**config.mk**
```make
export PLATFORM = sky130hd
export DESIGN_NAME = airtime_budget_tx_gate_unit
export DESIGN_NICKNAME = d
export VERILOG_FILES = /design/src/abtg_pkg.sv /design/src/airtime_budget_tx_gate_unit.sv
export SDC_FILE = /design/constraint.sdc
export NUM_CORES = 1
export LEC_CHECK = 0
export BUFFER_PORTS_ARGS = -buffer_cell sky130_fd_sc_hd__buf_2
export CAP_MARGIN = 0
export CORE_ASPECT_RATIO = 1.5
export CORE_UTILIZATION = 37
export CTS_CLUSTER_SIZE = 20
export DETAILED_ROUTE_END_ITERATION = 10
export SLEW_MARGIN = 20
export SYNTH_ARGS = -nofsm -noshare
export SYNTH_HDL_FRONTEND = slang
export SYNTH_SLANG_ARGS = --single-unit
```
**constraint.sdc**
```tcl
create_clock -name clock -period 21.2 [get_ports clock]
set_clock_uncertainty 0.15 [all_clocks]
set_input_delay 1.06 -clock clock [delete_from_list [all_inputs] [get_ports clock]]
set_output_delay 1.06 -clock clock [all_outputs]
set_load 0.01 [all_outputs]
```
**src/abtg_pkg.sv**
```systemverilog
// Shared constants and types for the airtime budget transmit gate.
package abtg_pkg;

   // Default width of the internal wrapping time base
   localparam int unsigned TIME_BITS_DEF = 32;

   // Field widths fixed by the interface
   localparam int unsigned NOW_W      = 32;
   localparam int unsigned FRAME_W    = 10;
   localparam int unsigned EST_W      = 24;
   localparam int unsigned FACTOR_W   = 4;
   localparam int unsigned MAXLEN_W   = 9;
   localparam int unsigned CSR_DATA_W = 9;
   localparam int unsigned CSR_IDX_W  = 1;
   localparam int unsigned OUT_TIME_W = 32;

   // Configuration register reset values
   localparam logic [FACTOR_W-1:0] BUDGET_FACTOR_RST = 4'd5;
   localparam logic [MAXLEN_W-1:0] MAX_FRAME_LEN_RST = 9'd255;

   // Configuration register indexes
   localparam logic [CSR_IDX_W-1:0] CSR_BUDGET_FACTOR = 1'b0;
   localparam logic [CSR_IDX_W-1:0] CSR_MAX_FRAME_LEN = 1'b1;

   // Event flags of one result item
   typedef struct packed {
      logic start_send;
      logic send_finished;
      logic send_timed_out;
      logic drop_oversize;
      logic busy_res;
   } flags_type;

endpackage : abtg_pkg

```
**src/airtime_budget_tx_gate_unit.sv**
```systemverilog
// Airtime budget transmit gate: one dispatcher poll in, one decision out.
//
//   channel   | ports  | direction | carries
//   ----------+--------+-----------+-----------------------------------------
//   request   | req_*  | in        | one poll: time, radio and queue flags
//   response  | rsp_*  | out       | one decision and airtime figures per poll
//   config    | csr_*  | in        | budget_factor, max_frame_len writes
//
// An accepted request passes through the request register, then through the
// decision logic into the response register. One item is taken every cycle
// while the response side is not stalled; the rate is set by the single pass
// from the request register through the silence product (airtime times a
// 4-bit factor plus the time) into the state and response registers.
// Reset is synchronous and active high; it empties both registers, clears the
// send state and the airtime total and restores the configuration defaults.
// A stalled response holds the request register, and the request side stalls
// only once both are full.
module airtime_budget_tx_gate_unit #(
   parameter int unsigned TIME_BITS = abtg_pkg::TIME_BITS_DEF
) (
   input  logic                                clock,
   input  logic                                reset,
   // request channel
   input  logic                                req_valid,
   output logic                                req_ready,
   input  logic [abtg_pkg::NOW_W-1:0]          req_now_ms,
   input  logic                                req_send_complete,
   input  logic                                req_queue_nonempty,
   input  logic                                req_radio_receiving,
   input  logic                                req_item_ready,
   input  logic [abtg_pkg::FRAME_W-1:0]        req_frame_len,
   input  logic [abtg_pkg::EST_W-1:0]          req_est_airtime_ms,
   // response channel
   output logic                                rsp_valid,
   input  logic                                rsp_ready,
   output logic                                rsp_start_send,
   output logic                                rsp_send_finished,
   output logic                                rsp_send_timed_out,
   output logic                                rsp_drop_oversize,
   output logic [abtg_pkg::OUT_TIME_W-1:0]     rsp_last_airtime_ms,
   output logic [abtg_pkg::OUT_TIME_W-1:0]     rsp_total_airtime_ms,
   output logic                                rsp_busy_res,
   // configuration port
   input  logic                                csr_we,
   input  logic [abtg_pkg::CSR_IDX_W-1:0]      csr_index,
   input  logic [abtg_pkg::CSR_DATA_W-1:0]     csr_wdata
);

   localparam int unsigned TB     = TIME_BITS;
   localparam int unsigned WIDE_W = 64;
   localparam int unsigned HALF_W = abtg_pkg::EST_W + 1;

   // ---------------------------------------------------------------------
   // Configuration registers
   // ---------------------------------------------------------------------
   logic [abtg_pkg::FACTOR_W-1:0] budget_factor_ff;
   logic [abtg_pkg::MAXLEN_W-1:0] max_frame_len_ff;

   always_ff @(posedge clock) begin
      if (reset) begin
         budget_factor_ff <= abtg_pkg::BUDGET_FACTOR_RST;
         max_frame_len_ff <= abtg_pkg::MAX_FRAME_LEN_RST;
      end else if (csr_we) begin
         case (csr_index)
            abtg_pkg::CSR_BUDGET_FACTOR: begin
               budget_factor_ff <= csr_wdata[abtg_pkg::FACTOR_W-1:0];
            end
            abtg_pkg::CSR_MAX_FRAME_LEN: begin
               max_frame_len_ff <= csr_wdata[abtg_pkg::MAXLEN_W-1:0];
            end
            default: begin
               // ignore writes to unknown indexes
            end
         endcase
      end
   end

   // ---------------------------------------------------------------------
   // Request register
   // ---------------------------------------------------------------------
   logic                          in_valid_ff;
   logic [abtg_pkg::NOW_W-1:0]    now_ff;
   logic                          complete_ff;
   logic                          queued_ff;
   logic                          receiving_ff;
   logic                          offered_ff;
   logic [abtg_pkg::FRAME_W-1:0]  frame_len_ff;
   logic [abtg_pkg::EST_W-1:0]    est_ff;

   logic stage_go;     // the held item passes into the response register
   logic rsp_valid_ff;

   assign stage_go  = in_valid_ff && (!rsp_valid_ff || rsp_ready);
   assign req_ready = !in_valid_ff || stage_go;

   always_ff @(posedge clock) begin
      if (reset) begin
         in_valid_ff <= 1'b0;
      end else if (req_ready) begin
         in_valid_ff <= req_valid;
      end
   end

   // payload needs no reset; load only on accept
   always_ff @(posedge clock) begin
      if (req_valid && req_ready) begin
         now_ff       <= req_now_ms;
         complete_ff  <= req_send_complete;
         queued_ff    <= req_queue_nonempty;
         receiving_ff <= req_radio_receiving;
         offered_ff   <= req_item_ready;
         frame_len_ff <= req_frame_len;
         est_ff       <= req_est_airtime_ms;
      end
   end

   // ---------------------------------------------------------------------
   // Send state
   // ---------------------------------------------------------------------
   logic          in_flight_ff,      in_flight_in;
   logic [TB-1:0] send_start_ff,     send_start_in;
   logic [TB-1:0] send_expiry_ff,    send_expiry_in;
   logic [TB-1:0] silence_until_ff,  silence_until_in;
   logic [TB-1:0] airtime_total_ff,  airtime_total_in;

   // ---------------------------------------------------------------------
   // Decision logic
   // ---------------------------------------------------------------------
   logic [WIDE_W-1:0]  now_wide;
   logic [TB-1:0]      now_t;
   logic [TB-1:0]      air_t;           // now minus start of the send
   logic [TB+3:0]      sil_prod;        // airtime times budget factor
   logic               settle_done;     // the send in flight completes this poll
   logic [TB-1:0]      exp_diff;
   logic [TB-1:0]      sil_diff;
   logic               expiry_passed;
   logic               silence_passed;
   logic [HALF_W:0]    est_x3;
   logic [WIDE_W-1:0]  est_half_wide;   // estimated airtime times 3/2
   logic               gate;
   logic               oversize;
   abtg_pkg::flags_type flags_in;
   logic [TB-1:0]      last_in;

   // mask the time to the internal width: zero-extend, then select
   assign now_wide = {{(WIDE_W - abtg_pkg::NOW_W){1'b0}}, now_ff};
   assign now_t    = now_wide[TB-1:0];

   assign air_t    = now_t - send_start_ff;
   assign sil_prod = {4'b0000, air_t} * {{TB{1'b0}}, budget_factor_ff};

   assign settle_done = in_flight_ff && complete_ff;

   // wrap-safe "has passed": signed difference strictly positive. A completion
   // in this poll moves the silence to now plus the product, so the difference
   // to now reduces to minus the product.
   assign exp_diff       = now_t - send_expiry_ff;
   assign sil_diff       = settle_done ? ({TB{1'b0}} - sil_prod[TB-1:0])
                                       : (now_t - silence_until_ff);
   assign expiry_passed  = (exp_diff != '0) && !exp_diff[TB-1];
   assign silence_passed = (sil_diff != '0) && !sil_diff[TB-1];

   assign est_x3        = {2'b00, est_ff} + {1'b0, est_ff, 1'b0};
   assign est_half_wide = {{(WIDE_W - HALF_W){1'b0}}, est_x3[HALF_W:1]};

   assign oversize = {1'b0, frame_len_ff} > {2'b00, max_frame_len_ff};

   always_comb begin
      in_flight_in     = in_flight_ff;
      send_start_in    = send_start_ff;
      send_expiry_in   = send_expiry_ff;
      silence_until_in = silence_until_ff;
      airtime_total_in = airtime_total_ff;
      flags_in         = '0;
      last_in          = '0;
      gate             = 1'b1;

      // settle the send in flight: completion wins over expiry
      if (in_flight_ff) begin
         if (complete_ff) begin
            last_in                = air_t;
            airtime_total_in       = airtime_total_ff + air_t;
            silence_until_in       = now_t + sil_prod[TB-1:0];
            in_flight_in           = 1'b0;
            flags_in.send_finished = 1'b1;
         end else if (expiry_passed) begin
            in_flight_in            = 1'b0;
            flags_in.send_timed_out = 1'b1;
         end else begin
            gate = 1'b0;
         end
      end

      // start check; the silence compare sees a silence set by this poll
      if (gate && queued_ff && silence_passed && !receiving_ff && offered_ff) begin
         if (oversize) begin
            flags_in.drop_oversize = 1'b1;
         end else begin
            send_start_in       = now_t;
            send_expiry_in      = now_t + est_half_wide[TB-1:0];
            in_flight_in        = 1'b1;
            flags_in.start_send = 1'b1;
         end
      end

      flags_in.busy_res = in_flight_in;
   end

   always_ff @(posedge clock) begin
      if (reset) begin
         in_flight_ff     <= 1'b0;
         send_start_ff    <= '0;
         send_expiry_ff   <= '0;
         silence_until_ff <= '0;
         airtime_total_ff <= '0;
      end else if (stage_go) begin
         in_flight_ff     <= in_flight_in;
         send_start_ff    <= send_start_in;
         send_expiry_ff   <= send_expiry_in;
         silence_until_ff <= silence_until_in;
         airtime_total_ff <= airtime_total_in;
      end
   end

   // ---------------------------------------------------------------------
   // Response register
   // ---------------------------------------------------------------------
   abtg_pkg::flags_type                 flags_ff;
   logic [abtg_pkg::OUT_TIME_W-1:0]     last_ff;
   logic [abtg_pkg::OUT_TIME_W-1:0]     total_ff;
   logic [WIDE_W-1:0]                   last_wide;
   logic [WIDE_W-1:0]                   total_wide;

   assign last_wide  = {{(WIDE_W - TB){1'b0}}, last_in};
   assign total_wide = {{(WIDE_W - TB){1'b0}}, airtime_total_in};

   always_ff @(posedge clock) begin
      if (reset) begin
         rsp_valid_ff <= 1'b0;
      end else if (stage_go) begin
         rsp_valid_ff <= 1'b1;
      end else if (rsp_ready) begin
         rsp_valid_ff <= 1'b0;
      end
   end

   // hold the result while the consumer stalls
   always_ff @(posedge clock) begin
      if (stage_go) begin
         flags_ff <= flags_in;
         last_ff  <= last_wide[abtg_pkg::OUT_TIME_W-1:0];
         total_ff <= total_wide[abtg_pkg::OUT_TIME_W-1:0];
      end
   end

   assign rsp_valid            = rsp_valid_ff;
   assign rsp_start_send       = flags_ff.start_send;
   assign rsp_send_finished    = flags_ff.send_finished;
   assign rsp_send_timed_out   = flags_ff.send_timed_out;
   assign rsp_drop_oversize    = flags_ff.drop_oversize;
   assign rsp_busy_res         = flags_ff.busy_res;
   assign rsp_last_airtime_ms  = last_ff;
   assign rsp_total_airtime_ms = total_ff;

   // ---------------------------------------------------------------------
   // Assertions
   // ---------------------------------------------------------------------
   // a send ends either by completion or by timeout, never both
   a_end_exclusive: assert property (@(posedge clock) disable iff (reset)
      rsp_valid_ff |-> !(flags_ff.send_finished && flags_ff.send_timed_out))
      else $error("send both finished and timed out");

   // a started send is reported busy
   a_start_busy: assert property (@(posedge clock) disable iff (reset)
      (rsp_valid_ff && flags_ff.start_send) |-> flags_ff.busy_res)
      else $error("start without busy");

   // the reported busy flag tracks the live send state
   a_busy_state: assert property (@(posedge clock) disable iff (reset)
      rsp_valid_ff |-> (flags_ff.busy_res == in_flight_ff))
      else $error("busy flag out of step with send state");

   // the airtime total moves only on a completed send
   a_total_moves: assert property (@(posedge clock) disable iff (reset)
      (!$past(reset) && (airtime_total_ff != $past(airtime_total_ff)))
         |-> (rsp_valid_ff && flags_ff.send_finished))
      else $error("airtime total changed without a completion");

endmodule : airtime_budget_tx_gate_unit

```
==> impl_metrics.ini <==
[synth]
synth_top_area_cell = edfxtp_1
synth_top_area_share = 0.159
avgSynthCellArea_sq_um = 8.17
synthCells = 3209
synth_async_sr_flop_share = 0
synth_area_sq_mm = 0.0262
synth_common_cells = nand2_1 (459), inv_1 (288), ha_1 (245)
yosysSeqAreaShare = 0.269
synth_area_leaders = edfxtp_1 (16%), ha_1 (12%), dfxtp_1 (11%)
synth_most_common_cell = nand2_1
yosysUniqueCellTypes = 90
synth-edff-count = 139
ys_ff_latch = 283
synth_ff_type = dfxtp_1
syn-num-nets = 3603
synth_warnings = 0

[sta]
setup_ws_ns = 11.26
final_max_slew_viol_count = 0
post-route-period-util = 0.469
rsz0062_at_grt = no
slew_headroom = 0.292
setup_viol = 0
worstMarginPinSlew_ns = 1.06
hold_viol = 0
clock.fmax_ghz = 0.101
layout_min_cycle_time_ns = 9.94
tns_ns = 0

[setup_path]
cp.arrival_ns = 10.24
critPathBufInv = 5
cpPeakStageDelay_ns = 0.65
cp-start-kind = flop
end_kind = flop
cpMaxStageDelayCell = nand4_4
crit_type = reg -> reg
path_common_cell = inv_1
path_delay_family = compound AO/OA/AOI/OAI gates
crit_required_ns = 21.49
crit_fanout = 39

[placed_design]
dp_slack_ns = 11.27
place_area_sq_mm = 0.0279
gp_congestion = 0.946
dp.final_hpwl_mm = 60.0
port_buffers = 155

[die]
dieHeight_um = 328
io_pins = 156
core_sq_mm = 0.0701
die_area_sq_mm = 0.0720
die_w_um = 219
initial_utilization = 0.374
rows = 119

[finish]
antenna_cells = 0
area_growth_pct = 10.8
fill_cells = 7161
final_layout_size_suffix_gt1_frac = 0.0872
nNetsFinal = 3719
stdcell_area_sq_mm = 0.0291

[routing]
drc = 0
postRouteAntennaNets = 0
vias = 22900
drt-initial-drc-count = 1077
vias_per_cell = 5.39
routed_wl_mm = 76.0
routedWlPerCell_um = 17.9
drtPass1Iterations = 6

[clock_network]
root_buffer = clkbuf_16
clk_pin_slew_ns = 0.06
postCtsSetupRepairBufs = 0
cts_resized = 0
htreeDepth = 2
hold_buffers = 0
clkLatencyLatePin_ns = 0.57
clock_path_buffers = 3
numCtsBuffers = 34
cts_sinks = 283
cts_tree = done

[power]
powerDensity_mw_per_mm2 = 84.2
leakage_nw = 12.5
peakVddDrop_mv = 0.0580

[global_route]
antenna_found_initial = 0
gr-usage-met1 = 0.226
gr-max-usage-layer = met2
use_met3 = 0.0219
grt-ovfl-total = 0
globalRouteMet2Util = 0.403
grt_pass1_wl_mm = 119
grtUsageTotal = 0.211
grt_pass1_vias = 22700
grt_max_degree = 65

[run_status]
status = completed

[min_path]
hold_class = reg -> reg

[run]
drv_cap = 0
## worst reg2reg max path, delay by kind of cell (launching register included)
| kind | cells | cell delay (ns) |
|---|---|---|
| muxes | 2 | 0.67 |
| buffers and inverters | 5 | 0.89 |
| adders and majority gates | 5 | 2.05 |
| and+or+nand+nor | 9 | 1.87 |
| xor gates and xnor gates | 1 | 0.20 |
| DFF | 1 | 0.45 |
| AOI/OAI and AO/OA | 13 | 3.51 |
## path summary, 6_finish.rpt
| path | cells past startpoint | end | slack, ns | start |
|---|---|---|---|---|
| max | 35 | send_expiry_ff[13]$_SDFFE_PP0P_ | 11.26 | now_ff[0]$_DFFE_PP_ |
| min | 2 | send_expiry_ff[28]$_SDFFE_PP0P_ | 0.31 | send_expiry_ff[28]$_SDFFE_PP0P_ |
| max reg2reg | 35 | send_expiry_ff[13]$_SDFFE_PP0P_ | 11.26 | now_ff[0]$_DFFE_PP_ |
| min reg2reg | 2 | send_expiry_ff[28]$_SDFFE_PP0P_ | 0.31 | send_expiry_ff[28]$_SDFFE_PP0P_ |
## stage by stage
step	instances	hold slack, ns	utilization	power [mW]
detailed placement	4196	0.299	0.398	1.83
CTS	4256	0.309	0.414	2.47
global route	4256	0.325	0.414	2.63
global placement	4196	0.289	0.398	1.84
finish	4256	0.306	0.414	2.45
floorplan	3209	0.282	-	1.56
## final cells by class
class	count	area, sq um	area share
clock inverter	23	255	0.00878
multi-input combinational	2538	17700	0.609
inverter	290	1090	0.0375
tap	907	1130	0.0391
sequential	283	7060	0.243
timing repair buffer	178	951	0.0327
clock buffer	37	872	0.0300
## registers in the layout, summed over array words and instances, names as in the netlist
register              count
airtime_total_ff         32
now_ff                   32
rsp_last_airtime_ms      32
rsp_total_airtime_ms     32
send_expiry_ff           32
send_start_ff            32
silence_until_ff         32
est_ff                   24
frame_len_ff             10
max_frame_len_ff          9
budget_factor_ff          4
complete_ff               1
in_flight_ff              1
in_valid_ff               1
offered_ff                1
queued_ff                 1
receiving_ff              1
rsp_busy_res              1
rsp_drop_oversize         1
rsp_send_finished         1
rsp_send_timed_out        1
rsp_start_send            1
rsp_valid                 1
## report_power, final
group / switching, mW / internal (mW) / total (mW)
logic: 0.733 / 0.495 / 1.23
clock network: 0.254 / 0.359 / 0.613
registers: 0.0154 / 0.589 / 0.604
## cells in the final DEF, fill, tap and decap left out, drive strengths merged, types with 84 or more instances in the layout
cell | netlist | layout
nor2 | 199 | 199
a21oi | 233 | 233
edfxtp | 139 | 139
buf | 18 | 178
o21ai | 128 | 128
nand2 | 459 | 459
dfxtp | 144 | 144
nand3 | 84 | 84
inv | 289 | 290
ha | 245 | 245
xnor2 | 121 | 121
and2 | 125 | 125
a21o | 107 | 107
## kinds of logic after synthesis
group | synth area share
AOI/OAI and AO/OA | 0.195
xor gates and xnor gates | 0.0605
and+or+nand+nor | 0.222
DFF | 0.269
buffers and inverters | 0.0578
adders and majority gates | 0.166
muxes | 0.0305
## layer usage
metal | routed length, um | part of all wire
met5 | 0 | 0
met4 | 4060 | 0.053
met3 | 2320 | 0.031
met2 | 40100 | 0.53
met1 | 29500 | 0.39
Note: power is estimated with default switching activity, not from simulation.
